$ cat config.mk
export PLATFORM = sky130hd
export DESIGN_NAME = id_free_list_allocator
export DESIGN_NICKNAME = d
export VERILOG_FILES = /design/src/rtl/idfl_pkg.sv /design/src/rtl/idfl_ram.sv /design/src/rtl/id_free_list_allocator.sv
export SDC_FILE = /design/constraint.sdc
export NUM_CORES = 2
export LEC_CHECK = 0
export BUFFER_PORTS_ARGS = -buffer_cell sky130_fd_sc_hd__buf_4
export CAP_MARGIN = 20
export CORE_MARGIN = 5
export CORE_UTILIZATION = 35
export CTS_CLUSTER_SIZE = 24
export DETAILED_ROUTE_END_ITERATION = 8
export SLEW_MARGIN = 15
export SYNTH_ARGS = -nofsm -noshare
export SYNTH_HDL_FRONTEND = slang
export SYNTH_SLANG_ARGS = --single-unit
$ cat constraint.sdc
create_clock -name clock -period 7.8 [get_ports clock]
set_clock_uncertainty 0.05 [all_clocks]
set_input_delay 0.78 -clock clock [delete_from_list [all_inputs] [get_ports clock]]
set_output_delay 0.78 -clock clock [all_outputs]
set_load 0.01 [all_outputs]
$ cat src/rtl/idfl_pkg.sv
package idfl_pkg;

   // Size of the ID space and the widths that follow from it.
   localparam int unsigned MAX_IDS = 256;
   localparam int unsigned ID_W    = 8;   // bits of one ID
   localparam int unsigned CNT_W   = 9;   // holds 0 .. MAX_IDS

   localparam logic [CNT_W-1:0] POOL_RESET = CNT_W'(MAX_IDS);
   localparam logic [CNT_W-1:0] POOL_MIN   = CNT_W'(1);
   localparam logic [CNT_W-1:0] POOL_MAX   = CNT_W'(MAX_IDS);

   // Command codes; code 3 means nothing and is served by a default arm.
   typedef enum logic [1:0] {
      CMD_ALLOC   = 2'd0,
      CMD_CHECK   = 2'd1,
      CMD_RELEASE = 2'd2
   } cmd_type;

endpackage

$ cat src/rtl/idfl_ram.sv
module idfl_ram #(
   parameter int unsigned WIDTH = 8,
   parameter int unsigned DEPTH = 256,
   localparam int unsigned AW = (DEPTH > 1) ? $clog2(DEPTH) : 1
) (
   input  logic             clock,
   input  logic             wr_en,
   input  logic [AW-1:0]    wr_addr,
   input  logic [WIDTH-1:0] wr_data,
   input  logic [AW-1:0]    rd_addr,
   output logic [WIDTH-1:0] rd_data
);

   logic [WIDTH-1:0] mem_ff [DEPTH];
   logic [WIDTH-1:0] rd_data_ff;

   always_ff @(posedge clock) begin
      if (wr_en) begin
         mem_ff[wr_addr] <= wr_data;
      end
      rd_data_ff <= mem_ff[rd_addr];
   end

   assign rd_data = rd_data_ff;

endmodule

$ cat src/rtl/id_free_list_allocator.sv
// Channel   Dir  Handshake              Payload
// req_      in   req_valid / req_stall  req_cmd[1:0], req_number[7:0]
// rsp_      out  rsp_valid / rsp_stall  rsp_granted, rsp_number_out[7:0],
//                                       rsp_available, rsp_released
// csr_      in   csr_valid / csr_ready  csr_pool_size[8:0]
//
// One beat per cycle sustained while rsp is not stalled; a command moves from
// req to rsp through the input and result registers. The single pass from the
// input register through the used map, stack top and fresh counter sets that
// rate. Reset clears the used map flops, stack count and fresh counter at once;
// no clearing pass. A stalled rsp beat holds the input register, which then
// stalls req. csr writes are taken only while the input register is empty.
module id_free_list_allocator (
   input  logic       clock,
   input  logic       reset,
   input  logic       req_valid,
   output logic       req_stall,
   input  logic [1:0] req_cmd,
   input  logic [7:0] req_number,
   output logic       rsp_valid,
   input  logic       rsp_stall,
   output logic       rsp_granted,
   output logic [7:0] rsp_number_out,
   output logic       rsp_available,
   output logic       rsp_released,
   input  logic       csr_valid,
   output logic       csr_ready,
   input  logic [8:0] csr_pool_size
);

   localparam int unsigned ID_W  = idfl_pkg::ID_W;
   localparam int unsigned CNT_W = idfl_pkg::CNT_W;

   // Input register
   logic            in_valid_ff, in_valid_in;
   logic [1:0]      in_cmd_ff;
   logic [ID_W-1:0] in_num_ff;

   // Result register
   logic            out_valid_ff, out_valid_in;
   logic            out_granted_ff, out_granted_in;
   logic [ID_W-1:0] out_number_ff, out_number_in;
   logic            out_available_ff, out_available_in;
   logic            out_released_ff, out_released_in;

   // Allocator state
   logic [CNT_W-1:0]           pool_ff, pool_in;
   logic [idfl_pkg::MAX_IDS-1:0] used_ff, used_in;
   logic [CNT_W-1:0]           cnt_ff, cnt_in;
   logic [CNT_W-1:0]           fresh_ff, fresh_in;
   logic [ID_W-1:0]            top_ff, top_in;     // stack entry at cnt-1
   logic                       byp_valid_ff, byp_valid_in;
   logic [ID_W-1:0]            byp_data_ff, byp_data_in;

   logic            accept;
   logic            advance;
   logic            csr_fire;
   logic            in_range;
   logic [CNT_W-1:0] cnt_dec;
   logic [CNT_W-1:0] rd_full;
   logic            wr_en;
   logic [ID_W-1:0] wr_addr;
   logic [ID_W-1:0] rd_addr;
   logic [ID_W-1:0] ram_rd_data;
   logic [ID_W-1:0] second;        // stack entry at cnt-2
   logic [ID_W-1:0] alloc_id;
   logic            alloc_ok;
   logic            release_ok;

   // ---------------------------------------------------------------------
   // Handshake
   // ---------------------------------------------------------------------
   assign advance   = in_valid_ff && (!out_valid_ff || !rsp_stall);
   assign req_stall = in_valid_ff && !advance;
   assign accept    = req_valid && !req_stall;
   assign csr_ready = !in_valid_ff;
   assign csr_fire  = csr_valid && csr_ready;

   always_comb begin
      in_valid_in = in_valid_ff;
      if (accept) begin
         in_valid_in = 1'b1;
      end else if (advance) begin
         in_valid_in = 1'b0;
      end
   end

   always_comb begin
      out_valid_in = out_valid_ff;
      if (advance) begin
         out_valid_in = 1'b1;
      end else if (!rsp_stall) begin
         out_valid_in = 1'b0;
      end
   end

   // ---------------------------------------------------------------------
   // Release stack: top entry lives in top_ff, the rest in the RAM. The RAM
   // is always reading the entry below the top for the next cycle; a push
   // writes that very entry, so carry it over in the bypass register.
   // ---------------------------------------------------------------------
   assign cnt_dec = cnt_ff - CNT_W'(1);
   assign wr_addr = cnt_dec[ID_W-1:0];
   assign rd_full = cnt_in - CNT_W'(2);
   assign rd_addr = rd_full[ID_W-1:0];
   assign second  = byp_valid_ff ? byp_data_ff : ram_rd_data;

   idfl_ram #(
      .WIDTH (ID_W),
      .DEPTH (idfl_pkg::MAX_IDS)
   ) u_stack_ram (
      .clock   (clock),
      .wr_en   (wr_en),
      .wr_addr (wr_addr),
      .wr_data (top_ff),
      .rd_addr (rd_addr),
      .rd_data (ram_rd_data)
   );

   // ---------------------------------------------------------------------
   // Command decode and state update
   // ---------------------------------------------------------------------
   assign in_range   = {1'b0, in_num_ff} < pool_ff;
   assign alloc_id   = (cnt_ff != '0) ? top_ff : fresh_ff[ID_W-1:0];
   assign alloc_ok   = (cnt_ff != '0) || (fresh_ff < pool_ff);
   assign release_ok = in_range && used_ff[in_num_ff] && (cnt_ff < idfl_pkg::POOL_MAX);

   always_comb begin
      pool_in = pool_ff;
      if (csr_fire) begin
         priority if (csr_pool_size < idfl_pkg::POOL_MIN) begin
            pool_in = idfl_pkg::POOL_MIN;
         end else if (csr_pool_size > idfl_pkg::POOL_MAX) begin
            pool_in = idfl_pkg::POOL_MAX;
         end else begin
            pool_in = csr_pool_size;
         end
      end
   end

   always_comb begin
      used_in          = used_ff;
      cnt_in           = cnt_ff;
      fresh_in         = fresh_ff;
      top_in           = top_ff;
      byp_valid_in     = 1'b0;
      byp_data_in      = top_ff;
      wr_en            = 1'b0;
      out_granted_in   = 1'b0;
      out_number_in    = '0;
      out_available_in = 1'b0;
      out_released_in  = 1'b0;

      if (csr_fire) begin
         // New pool size: start over with every ID free.
         used_in  = '0;
         cnt_in   = '0;
         fresh_in = '0;
      end else if (advance) begin
         unique case (in_cmd_ff)
            idfl_pkg::CMD_ALLOC: begin
               if (alloc_ok) begin
                  used_in[alloc_id] = 1'b1;
                  out_granted_in    = 1'b1;
                  out_number_in     = alloc_id;
                  if (cnt_ff != '0) begin
                     // Pop: entry below becomes the new top.
                     cnt_in = cnt_dec;
                     top_in = second;
                  end else begin
                     fresh_in = fresh_ff + CNT_W'(1);
                  end
               end
            end
            idfl_pkg::CMD_CHECK: begin
               out_available_in = in_range && !used_ff[in_num_ff];
            end
            idfl_pkg::CMD_RELEASE: begin
               if (release_ok) begin
                  // Push: spill the old top into the RAM, forward it too.
                  used_in[in_num_ff] = 1'b0;
                  out_released_in    = 1'b1;
                  cnt_in             = cnt_ff + CNT_W'(1);
                  top_in             = in_num_ff;
                  wr_en              = (cnt_ff != '0);
                  byp_valid_in       = 1'b1;
               end
            end
            default: begin
               // Unknown command: drop, all result fields zero.
            end
         endcase
      end
   end

   // ---------------------------------------------------------------------
   // Registers
   // ---------------------------------------------------------------------
   always_ff @(posedge clock) begin
      if (reset) begin
         in_valid_ff  <= 1'b0;
         out_valid_ff <= 1'b0;
         pool_ff      <= idfl_pkg::POOL_RESET;
         used_ff      <= '0;
         cnt_ff       <= '0;
         fresh_ff     <= '0;
         byp_valid_ff <= 1'b0;
      end else begin
         in_valid_ff  <= in_valid_in;
         out_valid_ff <= out_valid_in;
         pool_ff      <= pool_in;
         used_ff      <= used_in;
         cnt_ff       <= cnt_in;
         fresh_ff     <= fresh_in;
         byp_valid_ff <= byp_valid_in;
      end
   end

   always_ff @(posedge clock) begin
      top_ff      <= top_in;
      byp_data_ff <= byp_data_in;
      if (accept) begin
         in_cmd_ff <= req_cmd;
         in_num_ff <= req_number;
      end
      if (advance) begin
         out_granted_ff   <= out_granted_in;
         out_number_ff    <= out_number_in;
         out_available_ff <= out_available_in;
         out_released_ff  <= out_released_in;
      end
   end

   assign rsp_valid      = out_valid_ff;
   assign rsp_granted    = out_granted_ff;
   assign rsp_number_out = out_number_ff;
   assign rsp_available  = out_available_ff;
   assign rsp_released   = out_released_ff;

   // ---------------------------------------------------------------------
   // Assertions
   // ---------------------------------------------------------------------
   a_cnt_bound: assert property (@(posedge clock) disable iff (reset)
      cnt_ff <= idfl_pkg::POOL_MAX)
      else $error("release stack count above pool limit");

   a_one_flag: assert property (@(posedge clock) disable iff (reset)
      rsp_valid |-> $onehot0({rsp_granted, rsp_available, rsp_released}))
      else $error("more than one result flag set");

   a_grant_marks: assert property (@(posedge clock) disable iff (reset)
      (advance && (in_cmd_ff == idfl_pkg::CMD_ALLOC) && alloc_ok)
      |=> used_ff[$past(alloc_id)])
      else $error("granted ID not marked used");

   a_release_frees: assert property (@(posedge clock) disable iff (reset)
      (advance && (in_cmd_ff == idfl_pkg::CMD_RELEASE) && release_ok)
      |=> (!used_ff[$past(in_num_ff)] && (top_ff == $past(in_num_ff))))
      else $error("released ID not freed or not on stack top");

endmodule

==> metrics.txt <==
status completed; HPWL after detailed placement 184000 µm; kind of launch point of the worst setup path flop; critical path startpoint in_num_ff[3]; Crit Reg-Reg Startpoint in_num_ff[3]; power per cell area 263 nW/µm²; Detail Route Antenna Nets 0; TritonCTS Buffers 231; first-pass GRT wire length 438000 µm; total setup violations reported at the end of the flow 0; count of pins over their slew limit 0; unrepaired setup endpoints after global routing false; maximum clock path buffer count 3; Initial Utilization 35.2%; CTS Root Buffer Type sky130_fd_sc_hd__clkbuf_16; number of enable-type register cells in the synthesized netlist 2077; average routed wire per standard cell 27.0 µm; placement-stage worst setup slack 0.431 ns; min setup slack post-route 0.521 ns; count of final hold-check violations 0; global route total overflow 0; relative area change from synthesis to final layout 13.1%; post-layout min period 7.28 ns; sequential-to-total area share from yosys stat 70.2%; Syn Inst Count 7318; hold-critical path endpoint in_num_ff[1]; number of synthesized register bits 2379; detailed-route wire length 303000 µm; number of nets in the synthesized netlist 7365; worst hold-check path type in2reg; length of the first detailed-routing pass in iterations 6; area after detailed placement 102000 µm²; Chip Height 538 µm; share of power burned in the clock network 38.7%; biggest fanout along the worst timing path 22; internal power 21200 µW; top achievable clock speed 137 MHz; routed via count divided by cell count 5.72; share of cell area taken by muxes after synthesis 7.55%; fraction of power consumed by sequential logic 48.1%; worst path arrival time 7.99 ns; maximum number of pins on one net before global-route repair 253; CTS H-Tree Depth 4; Yosys warnings 0; flip-flop cell with the highest count after synthesis sky130_fd_sc_hd__edfxtp_1; portion of total power attributed to combinational logic 13.2%; data required time at the worst endpoint 8.51 ns; latest clock arrival within the worst-skew pair 0.89 ns; start point of the worst min-delay path req_number[1]; number of max-capacitance violations reported 0; XOR/XNOR Fraction of Synth Area 0.223%; core footprint 277000 µm²; Final Hold Slack 0.0723 ns; iteration-0 DRC count of the detailed router 8402; vias after detailed routing 64.3k; fraction of registers with async set/reset 0%; most common cell after layout, fill and taps aside sky130_fd_sc_hd__edfxtp_1; maximum vdd ir drop 210 µV; DRC Markers 0; Mean Syn Cell Area 13.3 µm²; final standard cell utilization of the core 39.8%; Die Outline Area 289000 µm²; depth of the worst register-to-register path 19; Setup TNS Final 0 ns; fin crit share 93.3%; Setup CP Type reg2reg; highest-count cells in the layout ignoring fill and taps sky130_fd_sc_hd__edfxtp_1 (2077), sky130_fd_sc_hd__nand2_1 (1443), sky130_fd_sc_hd__nand3_1 (517); Synth Area in Simple Gates 11.5%; Placer Congestion 0.905; Post-CTS Setup Repair Bufs 0; register-to-register setup slack 0.52 ns; number of primary I/O pins 38; type of destination of the critical path flop; total global-route track usage 20.3%; headroom to the max-slew limit 17.1%; main combinational cell family by area after synthesis simple AND/OR/NAND/NOR gates; clk slew on worst S/H paths 0.07 ns; post-synth design cell area 97400 µm²; net switching share of the total power 26.6%; clock tree from TritonCTS built; transition time of the tightest slew-check pin 1.24 ns; floorplan row count 193; floorplan die width 538 µm; fraction of final layout cells sized beyond drive strength 1 11.2%; leakage power of the design 0.0366 µW; clock tree sinks 2379; unique cell type count in the Yosys netlist 92; Final Net Count 7389; number of antenna violations at the first check in global routing 8; net switching power figure 7690 µW; compound-cell area share of the yosys netlist 7.60%; Adder-Cell Fraction of Synth Area 0.306%; final non-filler cell area 110000 µm²; count of port buffers added during placement 37; Worst R2R End u_stack_ram.rd_data[5]; vias in the first global route 61.6k; hold path cells 1
cells by family after synthesis:
family,Yosys count
simple gates,2624
flops,2379
compound gates,1196
mux,543
buf+inv,528
xor+xnor,24
fa+ha+maj,24
per-layer routing:
| layer | share of wire, % | track usage (%) | wire length (µm) |
|---|---|---|---|
| met3 | 9.8 | 4.06 | 29700 |
| met5 | 0.0043 | 0 | 13 |
| met4 | 4.3 | 8.33 | 13000 |
| met2 | 46 | 31.5 | 138000 |
| met1 | 40 | 28.0 | 122000 |
cells in the mapped netlist (42+ instances only):
cell                       count  share of area (%)
sky130_fd_sc_hd__a21oi_1     410                2.1
sky130_fd_sc_hd__a221oi_1     49               0.44
sky130_fd_sc_hd__a31oi_1      60               0.39
sky130_fd_sc_hd__nand4_1      42               0.27
sky130_fd_sc_hd__dfxtp_1     302                6.2
sky130_fd_sc_hd__clkbuf_1    215               0.83
sky130_fd_sc_hd__nand2_1    1444                5.6
sky130_fd_sc_hd__nand3_1     517                2.7
sky130_fd_sc_hd__nor3_1       73               0.38
sky130_fd_sc_hd__and3_1       69               0.44
sky130_fd_sc_hd__nor2_1      384                1.5
sky130_fd_sc_hd__edfxtp_1   2077                 64
sky130_fd_sc_hd__a22oi_1      51               0.39
sky130_fd_sc_hd__mux2i_1     385                4.0
sky130_fd_sc_hd__mux4_2      152                3.5
sky130_fd_sc_hd__o21ai_0     333                1.7
sky130_fd_sc_hd__buf_2       204                1.0
sky130_fd_sc_hd__a311oi_1     45               0.40
worst max-delay path by stage:
stage	slack, ns	end	cells after the start
2_1_floorplan	1.45	u_stack_ram.rd_data[6]	27
3_3_place_gp	0.53	u_stack_ram.rd_data[6]	19
3_5_place_dp	0.43	u_stack_ram.rd_data[6]	19
4_1_cts	0.37	u_stack_ram.rd_data[6]	19
5_1_grt	0.31	u_stack_ram.rd_data[5]	19
6_report	0.52	u_stack_ram.rd_data[5]	19
metrics by stage:
stage	std cells	power, µW
final	11251	28900
after global routing	11243	29700
after CTS	11233	28900
after detailed placement	10796	17900
after global placement	10789	17900
after floorplan	7318	16300
sequential cells by signal, indices dropped and copies added, names as in the netlist:
name                 flops
used_ff                256
rsp_valid                1
in_cmd_ff                2
u_stack_ram.mem_ff    2048
in_num_ff                8
byp_valid_ff             1
byp_data_ff              8
rsp_granted              1
byp_data_in              8
rsp_released             1
in_valid_ff              1
u_stack_ram.rd_data      8
pool_ff                  9
rsp_available            1
rsp_number_out           8
fresh_ff                 9
cnt_ff                   9
repair_timing:
action	4_1_cts	5_1_grt
setup endpoints to repair	0	1
hold buffers	8	0
gates resized for setup	0	1
hold endpoints to repair	8	0
layout make-up:
type                       count  area (µm²)
fill                       25608      167000
sequential                  2379       68400
multi-input combinational   4411       26800
clock buffer                 310        6320
tap                         3705        4640
timing repair buffer         292        2660
clock inverter               119        1180
inverter                      27         111
antenna                        8        20.0
power by group through the flow:
| stage | combinational [µW] | sequential (µW) | clock (µW) |
|---|---|---|---|
| 5_1_grt | 3970 | 13900 | 11800 |
| 6_report | 3830 | 13900 | 11200 |
| 3_5_place_dp | 3740 | 14200 | 0 |
| 4_1_cts | 3760 | 13900 | 11300 |
| 3_3_place_gp | 3720 | 14200 | 0 |
| 2_1_floorplan | 2120 | 14200 | 0 |
worst max-delay path, stage by stage (launching register included):
cell                       delay [ns]
sky130_fd_sc_hd__edfxtp_1        0.78
sky130_fd_sc_hd__buf_4           0.31
sky130_fd_sc_hd__buf_4           0.25
sky130_fd_sc_hd__mux4_2          0.32
sky130_fd_sc_hd__mux4_2          0.48
sky130_fd_sc_hd__o22ai_1         0.22
sky130_fd_sc_hd__or3_1           0.19
sky130_fd_sc_hd__a21o_2          0.23
sky130_fd_sc_hd__a211oi_1        0.10
sky130_fd_sc_hd__o21ai_1         0.58
sky130_fd_sc_hd__nand2_1         0.29
sky130_fd_sc_hd__ha_4            0.26
sky130_fd_sc_hd__o211ai_1        0.19
sky130_fd_sc_hd__or3_1           0.20
sky130_fd_sc_hd__and2_2          0.43
sky130_fd_sc_hd__buf_4           0.44
sky130_fd_sc_hd__nand2_1         0.27
sky130_fd_sc_hd__a311oi_1        0.87
sky130_fd_sc_hd__nor4_1          0.12
sky130_fd_sc_hd__or4_1           0.52
Note: power is estimated with default switching activity, not from simulation.
